**config.mk**
```make
export PLATFORM = sky130hd
export DESIGN_NAME = swp_rank_sel
export DESIGN_NICKNAME = d
export VERILOG_FILES = /design/src/hdl/swp_pkg.sv /design/src/hdl/swp_rank_sel.sv
export SDC_FILE = /design/constraint.sdc
export NUM_CORES = 1
export LEC_CHECK = 0
export BUFFER_PORTS_ARGS = -buffer_cell sky130_fd_sc_hd__buf_2
export CAP_MARGIN = 20
export CELL_PAD_IN_SITES_DETAIL_PLACEMENT = 1
export CELL_PAD_IN_SITES_GLOBAL_PLACEMENT = 2
export CORE_ASPECT_RATIO = 1.75
export CORE_MARGIN = 5
export CORE_UTILIZATION = 33
export DETAILED_ROUTE_END_ITERATION = 16
export PLACE_DENSITY_LB_ADDON = 0.1
export SLEW_MARGIN = 20
export SYNTH_ARGS = -nofsm -noshare
export SYNTH_HDL_FRONTEND = slang
export SYNTH_SLANG_ARGS = --single-unit
export TNS_END_PERCENT = 50
```
**constraint.sdc**
```tcl
create_clock -name clk_i -period 3 [get_ports clk_i]
set_input_delay 0.15 -clock clk_i [delete_from_list [all_inputs] [get_ports clk_i]]
set_output_delay 0.15 -clock clk_i [all_outputs]
set_load 0.02 [all_outputs]
```
**src/hdl/swp_pkg.sv**
```systemverilog
package swp_pkg;

  localparam int unsigned WIN_DEPTH = 256;
  localparam int unsigned ADDR_W    = $clog2(WIN_DEPTH);
  localparam int unsigned CNT_W     = $clog2(WIN_DEPTH + 1);
  localparam int unsigned VAL_W     = 32;
  localparam int unsigned BIT_W     = $clog2(VAL_W);
  localparam int unsigned P_W       = 17;
  localparam int unsigned FRAC_W    = 16;
  localparam int unsigned POS_W     = P_W + CNT_W;
  localparam int unsigned PROD_W    = VAL_W + FRAC_W;

  localparam logic [P_W-1:0] P_ONE = P_W'(65536);

  localparam int unsigned IN_DATA_W  = 56;
  localparam int unsigned OUT_DATA_W = 48;

  typedef enum logic [1:0] {
    REQ_PUSH  = 2'd0,
    REQ_QUERY = 2'd1,
    REQ_CLEAR = 2'd2,
    REQ_NONE  = 2'd3
  } req_e;

  typedef enum logic [2:0] {
    ST_IDLE,
    ST_LO,
    ST_HI_START,
    ST_HI,
    ST_MUL,
    ST_SUM,
    ST_OUT
  } top_state_e;

  typedef enum logic {
    SEL_IDLE,
    SEL_RUN
  } sel_state_e;

  typedef struct packed {
    logic              start;
    logic [ADDR_W-1:0] rank;
    logic [CNT_W-1:0]  count;
  } sel_req_t;

  typedef struct packed {
    logic             done;
    logic [VAL_W-1:0] value;
  } sel_rsp_t;

  typedef struct packed {
    logic              re;
    logic [ADDR_W-1:0] addr;
  } ram_rd_t;

  typedef struct packed {
    logic              we;
    logic [ADDR_W-1:0] addr;
    logic [VAL_W-1:0]  data;
  } ram_wr_t;

endpackage

```
**src/hdl/swp_rank_sel.sv**
```systemverilog
module swp_rank_sel (
  input  logic                          clk_i,
  input  logic                          rst_ni,
  input  swp_pkg::sel_req_t             req_i,
  output swp_pkg::sel_rsp_t             rsp_o,
  output swp_pkg::ram_rd_t              rd_o,
  input  logic [swp_pkg::VAL_W-1:0]     rdata_i
);

  swp_pkg::sel_state_e             state_q, state_d;
  logic [swp_pkg::CNT_W-1:0]       idx_q;
  logic [swp_pkg::CNT_W-1:0]       cnt_q;
  logic [swp_pkg::CNT_W-1:0]       n_q;
  logic [swp_pkg::ADDR_W-1:0]      k_q, k_d;
  logic [swp_pkg::BIT_W-1:0]       bit_q;
  logic [swp_pkg::VAL_W-1:0]       prefix_q, prefix_d;
  logic                            rvalid_q;
  logic [swp_pkg::VAL_W-1:0]       mask;
  logic                            match;
  logic                            issue;
  logic                            pass_end;
  logic                            bit_set;

  always_comb begin
    mask     = {swp_pkg::VAL_W{1'b1}} << bit_q;
    match    = ((rdata_i ^ prefix_q) & mask) == '0;
    issue    = (state_q == swp_pkg::SEL_RUN) && (idx_q != n_q);
    pass_end = (state_q == swp_pkg::SEL_RUN) && (idx_q == n_q) && !rvalid_q;
    bit_set  = !(cnt_q > {1'b0, k_q});
    prefix_d = prefix_q;
    k_d      = k_q;
    if (bit_set) begin
      prefix_d = prefix_q | (swp_pkg::VAL_W'(1) << bit_q);
      k_d      = k_q - cnt_q[swp_pkg::ADDR_W-1:0];
    end
    state_d = state_q;
    case (state_q)
      swp_pkg::SEL_IDLE: begin
        if (req_i.start) begin
          state_d = swp_pkg::SEL_RUN;
        end
      end
      swp_pkg::SEL_RUN: begin
        if (pass_end && (bit_q == '0)) begin
          state_d = swp_pkg::SEL_IDLE;
        end
      end
      default: state_d = swp_pkg::SEL_IDLE;
    endcase
    rsp_o.done  = pass_end && (bit_q == '0);
    rsp_o.value = prefix_d;
    rd_o.re     = issue;
    rd_o.addr   = idx_q[swp_pkg::ADDR_W-1:0];
  end

  always_ff @(posedge clk_i or negedge rst_ni) begin
    if (!rst_ni) begin
      state_q  <= swp_pkg::SEL_IDLE;
      idx_q    <= '0;
      cnt_q    <= '0;
      rvalid_q <= 1'b0;
      bit_q    <= '0;
    end else begin
      state_q <= state_d;
      if (state_q == swp_pkg::SEL_IDLE) begin
        idx_q    <= '0;
        cnt_q    <= '0;
        rvalid_q <= 1'b0;
        bit_q    <= swp_pkg::BIT_W'(swp_pkg::VAL_W - 1);
      end else begin
        rvalid_q <= issue;
        if (issue) begin
          idx_q <= idx_q + 1'b1;
        end
        if (rvalid_q && match) begin
          cnt_q <= cnt_q + 1'b1;
        end
        if (pass_end) begin
          idx_q <= '0;
          cnt_q <= '0;
          bit_q <= bit_q - 1'b1;
        end
      end
    end
  end

  always_ff @(posedge clk_i) begin
    if ((state_q == swp_pkg::SEL_IDLE) && req_i.start) begin
      k_q      <= req_i.rank;
      n_q      <= req_i.count;
      prefix_q <= '0;
    end else if (pass_end) begin
      k_q      <= k_d;
      prefix_q <= prefix_d;
    end
  end

  // rank always within the window while a pass runs
  assert property (@(posedge clk_i) disable iff (!rst_ni)
    (state_q == swp_pkg::SEL_RUN) |-> ({1'b0, k_q} < n_q))
    else $error("rank outside window");

  assert property (@(posedge clk_i) disable iff (!rst_ni)
    (state_q == swp_pkg::SEL_RUN) |-> (cnt_q <= idx_q))
    else $error("match count ahead of scan");

  assert property (@(posedge clk_i) disable iff (!rst_ni)
    rvalid_q |-> $past(issue))
    else $error("read data without request");

endmodule

```
==> impl_metrics.ini, run 1 <==
[outcome]
status = finished, final reports clean

[timing]
finalSetupViolations = 0
period_minus_slack_ps = 2802
final-max-slew-violation-count = 0
setup_ws_ps = 198.0
final.setup.tns_ps = 0
hold_viol = 0
worstMarginPinSlew_ps = 677.1
rsz0062_at_grt = yes
fmax_mhz = 356.9
clock-skew-final_ps = 10.89
period_share_pct = 93.40
relSlewSlack_pct = 54.69

[pwr]
p_comb_share_pct = 4.3
p_int_mw = 1.722
leakagePower_nw = 2.436
power_per_cell_area_nw_per_um2 = 387.8
clock_power_share_pct = 49.9
finalPower_mw = 2.225
vdd_drop_max_v = 0.0002551
power.switching_mw = 0.5035
p_sw_share_pct = 22.63
seq_power_share_pct = 45.9

[worst_setup_path]
crit_slowest_cell = or4b_4
worstPathArrival_ps = 3060
required_ps = 3260
slowest_delay_ps = 540
critPathMaxFanout = 8
path_cells = inv_1 -> ha_1 -> nand2b_1 -> a21oi_1 -> or4b_4 -> a2111oi_4 -> o2111ai_4 -> or4_1 -> a21oi_1
cp-end-kind = flip-flop
critPathLaunchType = flip-flop
cpMostUsedCell = a21oi_1
crit_type = flip-flop to flip-flop

[grt]
grt_pass1_vias = 4583
grt_usage_pct = 19.04
grt_pass1_wl_um = 24380
antenna_found_initial = 0
grt_overflow = 0
grt_max_degree = 48

[clocking]
h-tree-depth = 3
cts_tree = built
clock_latency_ps = 340
cts_root_buffer = clkbuf_16
cts.sinks = 74
cts.reportedPaths.clkPinSlew_ps = 60
cts_buffer_depth = 2
cts_buffers = 9

[placed_design]
dpl_worst_slack_ps = 66.80
dp_hpwl_um = 12010
gp_congestion = 0.8084
postPlaceCellArea_um2 = 5289
numPortBuffers = 93

[detailed_routing]
viasPerCell = 5.256
drt-pass1-iter-count = 4
drc_errors = 0
drt_iter0_markers = 122
vias = 4168
wire_per_inst_um = 19.60
antenna_left = 0
finalWirelength_um = 15540

[final_layout]
nNetsFinal = 688
final_cell_mix = buf_2, nor2_1, xor2_1
n_fill_cell = 1640
n_antenna_cell = 0
final_common_cell = buf_2
final_area_um2 = 5738
area_delta_synth_final_pct = 25.40
drive_above_1_share_pct = 27.27

[logic_synthesis]
synth.cell_area_um2 = 4576
synth.distinct_cells = 59
synth-seq-area-share_pct = 38.83
ys_ff_latch = 74
synth_edf_count = 17
ys_warn_count = 0
async_flop_share_pct = 33.78
synth_cells = 506
synthesis.nets = 583
synthFlopType = dfxtp_1
avgSynthCellArea_um2 = 9.043

[flow_run]
cap_violations = 0

[floorplan]
die_w_um = 99.01
dieArea_um2 = 16410
rows = 57
fp.coreArea_um2 = 13760
die_h_um = 165.8
initial_core_util_pct = 33.24
io_pins = 94

[min_path]
hold_class = input pin to flip-flop
-- per-stage QoR --
stage               util, %  hold slack, ps  instances
floorplan                 -          -145.6        506
global placement      38.42           199.9        766
detailed placement    38.42           212.1        766
CTS                   41.35           77.46        792
global route          41.69           79.43        793
finish                41.69           85.57        793
-- state kept, by name (all words and copies together), names as in the netlist --
| signal | cells |
|---|---|
| state_q | 1 |
| k_q | 8 |
| rvalid_q | 1 |
| bit_q | 5 |
| cnt_q | 9 |
| idx_q | 9 |
| prefix_q | 32 |
| n_q | 9 |
-- power groups by stage --
stage / registers, mW / logic (mW) / clock network, mW
2_1_floorplan: 1.04 / 0.0260 / 0
3_3_place_gp: 1.04 / 0.0848 / 0
3_5_place_dp: 1.04 / 0.0853 / 0
4_1_cts: 1.02 / 0.0960 / 1.14
5_1_grt: 1.02 / 0.103 / 1.19
6_report: 1.02 / 0.0949 / 1.11
-- worst max-delay path: cells and delay by family (launching register included) --
kind | cells | cell delay [ps]
AND/OR/NAND/NOR | 3 | 1170
AO/OA/AOI/OAI | 4 | 820
flip-flops | 1 | 410
adder cells (fa/ha/maj) | 1 | 240
buffers and inverters | 1 | 100
-- worst paths after layout --
kind | from | depth (start not counted) | to | slack [ps]
worst min register to register | prefix_q[21] | 2 | prefix_q[21] | 520
worst max register to register | bit_q[0] | 9 | cnt_q[7] | 200
max in group asynchronous | rst_ni | 2 | cnt_q[6] | 2180
worst min-delay path | req_i[11] | 3 | k_q[2] | 90
worst max-delay path | bit_q[0] | 9 | cnt_q[7] | 200
min in group asynchronous | rst_ni | 2 | idx_q[7] | 380
-- logic make-up after synthesis --
group                      share of synthesized area, %
adders and majority gates                         7.000
xor gates and xnor gates                          9.571
AOI/OAI and AO/OA                                 23.19
buffers and inverters                             6.453
muxes                                            0.2188
and+or+nand+nor                                   14.74
DFF                                               38.83
-- routing by layer --
metal,share of wire [%],GRT usage [%],up-vias
li1,-,-,2009
met1,36,18.99,2060
met2,59,37.73,79
met3,2.2,3.069,20
met4,2.9,7.432,0
met5,0,0,-
-- synthesized netlist by cell type, types with 3 or more instances --
cell type	count	share of area, %
inv_1	29	2.4
a21o_1	15	2.5
buf_2	5	0.55
or3_1	4	0.55
a31oi_1	22	3.0
xor2_1	33	6.3
ha_1	24	6.6
nand2b_1	4	0.55
nor2_1	49	4.0
clkbuf_1	15	1.2
nor3_1	4	0.44
nor4_1	3	0.41
a21oi_1	29	3.2
a41oi_1	5	0.96
and2_1	6	0.82
dfrtp_1	25	14
nand4_1	3	0.41
nand2_1	24	2.0
and3_1	9	1.2
nor2b_1	7	0.96
nand3_1	15	1.6
a31o_2	18	3.4
o21ai_1	4	0.44
clkbuf_2	3	0.33
dfxtp_1	32	14
edfxtp_1	17	11
a41o_1	3	0.66
o31ai_1	4	0.66
xnor2_1	17	3.3
buf_4	12	2.0
o21ai_0	32	3.5
-- timing repair --
| item | CTS | global route |
|---|---|---|
| resized for setup | 0 | 9 |
| hold buffers | 10 | 0 |
| endpoints found under the hold margin | 34 | 0 |
| endpoints found under the setup margin | 0 | 38 |
| setup buffers | 0 | 1 |
-- area by class of cell --
class / count / area [µm²] / area share (%)
clock inverters: 7 / 77.57 / 1.352
clock buffers: 9 / 225.2 / 3.925
flip-flops and latches: 74 / 1782 / 31.05
multi-input cells: 368 / 2537 / 44.22
well taps: 177 / 221.5 / 3.860
repair buffers: 129 / 785.8 / 13.69
inverters: 29 / 108.9 / 1.897
(Power assumes the default switching activity.)
==> run 2: changes to the inputs <==
Settings changed: ABC_AREA set to 1, CORE_UTILIZATION 33 to 31, MAX_ROUTING_LAYER set to met4.
==> impl_metrics.ini, run 2 <==
[outcome]
status = finished, final reports clean

[clocking]
cts_buffer_depth = 2
cts_root_buffer = clkbuf_16
clock_latency_ps = 340
h-tree-depth = 3
cts_buffers = 9
cts.sinks = 74
cts_tree = built
cts_setup_buffers = 0
cts.reportedPaths.clkPinSlew_ps = 70

[logic_synthesis]
ys_top_cells_by_count = nand2_1, inv_1, nor2_1
ys_warn_count = 0
synthesis.nets = 880
synth-seq-area-share_pct = 33.08
synth.top_cell.area_share_pct = 19.92
synth_area_leaders = nand2_1, dfxtp_1, dfrtp_1
ys_ff_latch = 74
async_flop_share_pct = 33.78
synth_cells = 803
yosys.cell_count.top_type = nand2_1
synthFlopType = dfxtp_1
synth.cell_area_um2 = 5371
synth_edf_count = 17
avgSynthCellArea_um2 = 6.689
yosys.area.top_type = nand2_1
synth.distinct_cells = 34

[grt]
grt_max_degree = 46
grt_pass1_vias = 5718
grt_pass1_wl_um = 29080
antenna_found_initial = 0
grt_usage_pct = 19.41
grt_overflow = 0

[final_layout]
drive_above_1_share_pct = 17.15
final_common_cell = nand2_1
n_fill_cell = 2240
top_register = prefix_q
nNetsFinal = 970
fin_util_pct = 37.38
largest_reg_flops = 32
n_antenna_cell = 0
multi_input_area_um2 = 2923
area_delta_synth_final_pct = 18.50
final_cell_mix = nand2_1, inv_1, buf_2
final_area_um2 = 6365
regArea_um2 = 1777

[detailed_routing]
drt-pass1-iter-count = 4
viasPerCell = 4.715
antenna_left = 0
drt_iter0_markers = 201
drc_errors = 0
vias = 5304
wire_per_inst_um = 16.47
finalWirelength_um = 18530

[placed_design]
dp_hpwl_um = 14720
gp_congestion = 0.9094
postPlaceCellArea_um2 = 5956
dpl_worst_slack_ps = 369.2
numPortBuffers = 93

[timing]
setup_ws_ps = 235.7
final.setup.tns_ps = 0
final-max-slew-violation-count = 0
worstMarginPinSlew_ps = 713.3
hold_viol = 0
clock-skew-final_ps = 6.846
relSlewSlack_pct = 52.45
fmax_mhz = 361.8
period_minus_slack_ps = 2764
finalSetupViolations = 0
rsz0062_at_grt = no
period_share_pct = 92.14

[worst_setup_path]
critPathLaunchType = flip-flop
reg2regPathDepth = 10
cp-end-kind = output pin
critPathMaxFanout = 15
required_ps = 2850
worstPathArrival_ps = 2610
crit_type = flip-flop to output pin

[pwr]
power_per_cell_area_nw_per_um2 = 358.9
vdd_drop_max_v = 0.0002526
finalPower_mw = 2.284
leakagePower_nw = 3.457

[floorplan]
dieArea_um2 = 20160
die_h_um = 184.1
die_w_um = 109.5
rows = 63
fp.coreArea_um2 = 17030
initial_core_util_pct = 31.55
io_pins = 94

[min_path]
holdPathStages = 3
hold_class = input pin to flip-flop

[flow_run]
cap_violations = 0
[run 2: cell types whose count changed after synthesis, sizes merged, moves of 9 or more]
| cell | before | now |
|---|---|---|
| nand2 | 24 | 294 |
| inv | 29 | 117 |
| nand3 | 15 | 41 |
| a31oi | 22 | 0 |
| nor2 | 49 | 68 |
| a31o | 18 | 0 |
| a21oi | 29 | 45 |
| nor3 | 4 | 20 |
| a21o | 15 | 0 |
| clkbuf | 18 | 6 |
| buf | 17 | 27 |
| and3 | 9 | 0 |
[run 2: critical path, stage by stage, from the launching register on]
cell and delay, ps:
dfrtp_1 430, inv_1 100, ha_1 380, nand2_1 100, nor3_1 280, nand4_1 120
o21ai_0 170, nand2_1 110, buf_4 210, nand2_1 120, nand2_1 80, buf_2 170
[run 2: report_power, final]
group	total (mW)	internal [mW]	switching [mW]	leakage, nW
Clock	1.16	0.662	0.499	0.149
Combinational	0.103	0.0492	0.0541	2.58
Sequential	1.02	1.02	0.00000000201	0.730
Total	2.28	1.73	0.553	3.46
[run 2: metal layers]
layer  vias up  share of wire, %  wire length (µm)  GRT usage, %
li1       2654                 -                 -             -
met1      2534                37              6862         19.38
met3        28               2.9               544         2.208
met2        88                57             10620         37.56
met4         0               2.7               503         6.940
met5         -                 0                 0             -
[run 2: through the flow]
step	hold slack, ps	instances
floorplan	-145.6	803
global placement	222.0	1099
detailed placement	228.6	1099
CTS	77.92	1125
global route	93.57	1125
finish	90.91	1125
[run 2: path summary, 6_finish.rpt]
path	from	endpoint	slack, ps
max	cnt_q[6]	rsp_o[0]	240
min	req_i[14]	k_q[5]	90
max reg2reg	cnt_q[6]	k_q[1]	430
min reg2reg	prefix_q[13]	prefix_q[13]	500
max in group asynchronous	rst_ni	idx_q[5]	2140
min in group asynchronous	rst_ni	bit_q[2]	410
[run 2: logic make-up after synthesis]
group | synth area share [%]
simple gates | 34.59
fa+ha+maj | 5.963
xor+xnor | 6.359
buf+inv | 12.51
compound gates | 7.501
flops | 33.08
[run 2: area by class of cell]
class                      count  area share (%)
tap                          227           4.462
clock buffer                   9           3.538
multi-input combinational    579           45.92
inverter                     117           6.900
sequential                    74           27.91
clock inverter                 7           1.317
timing repair buffer         112           9.947
[run 2: timing repair]
action / CTS / global route
endpoints found under the hold margin: 34 / 0
gates resized for setup: 0 / 0
hold buffers: 10 / 0
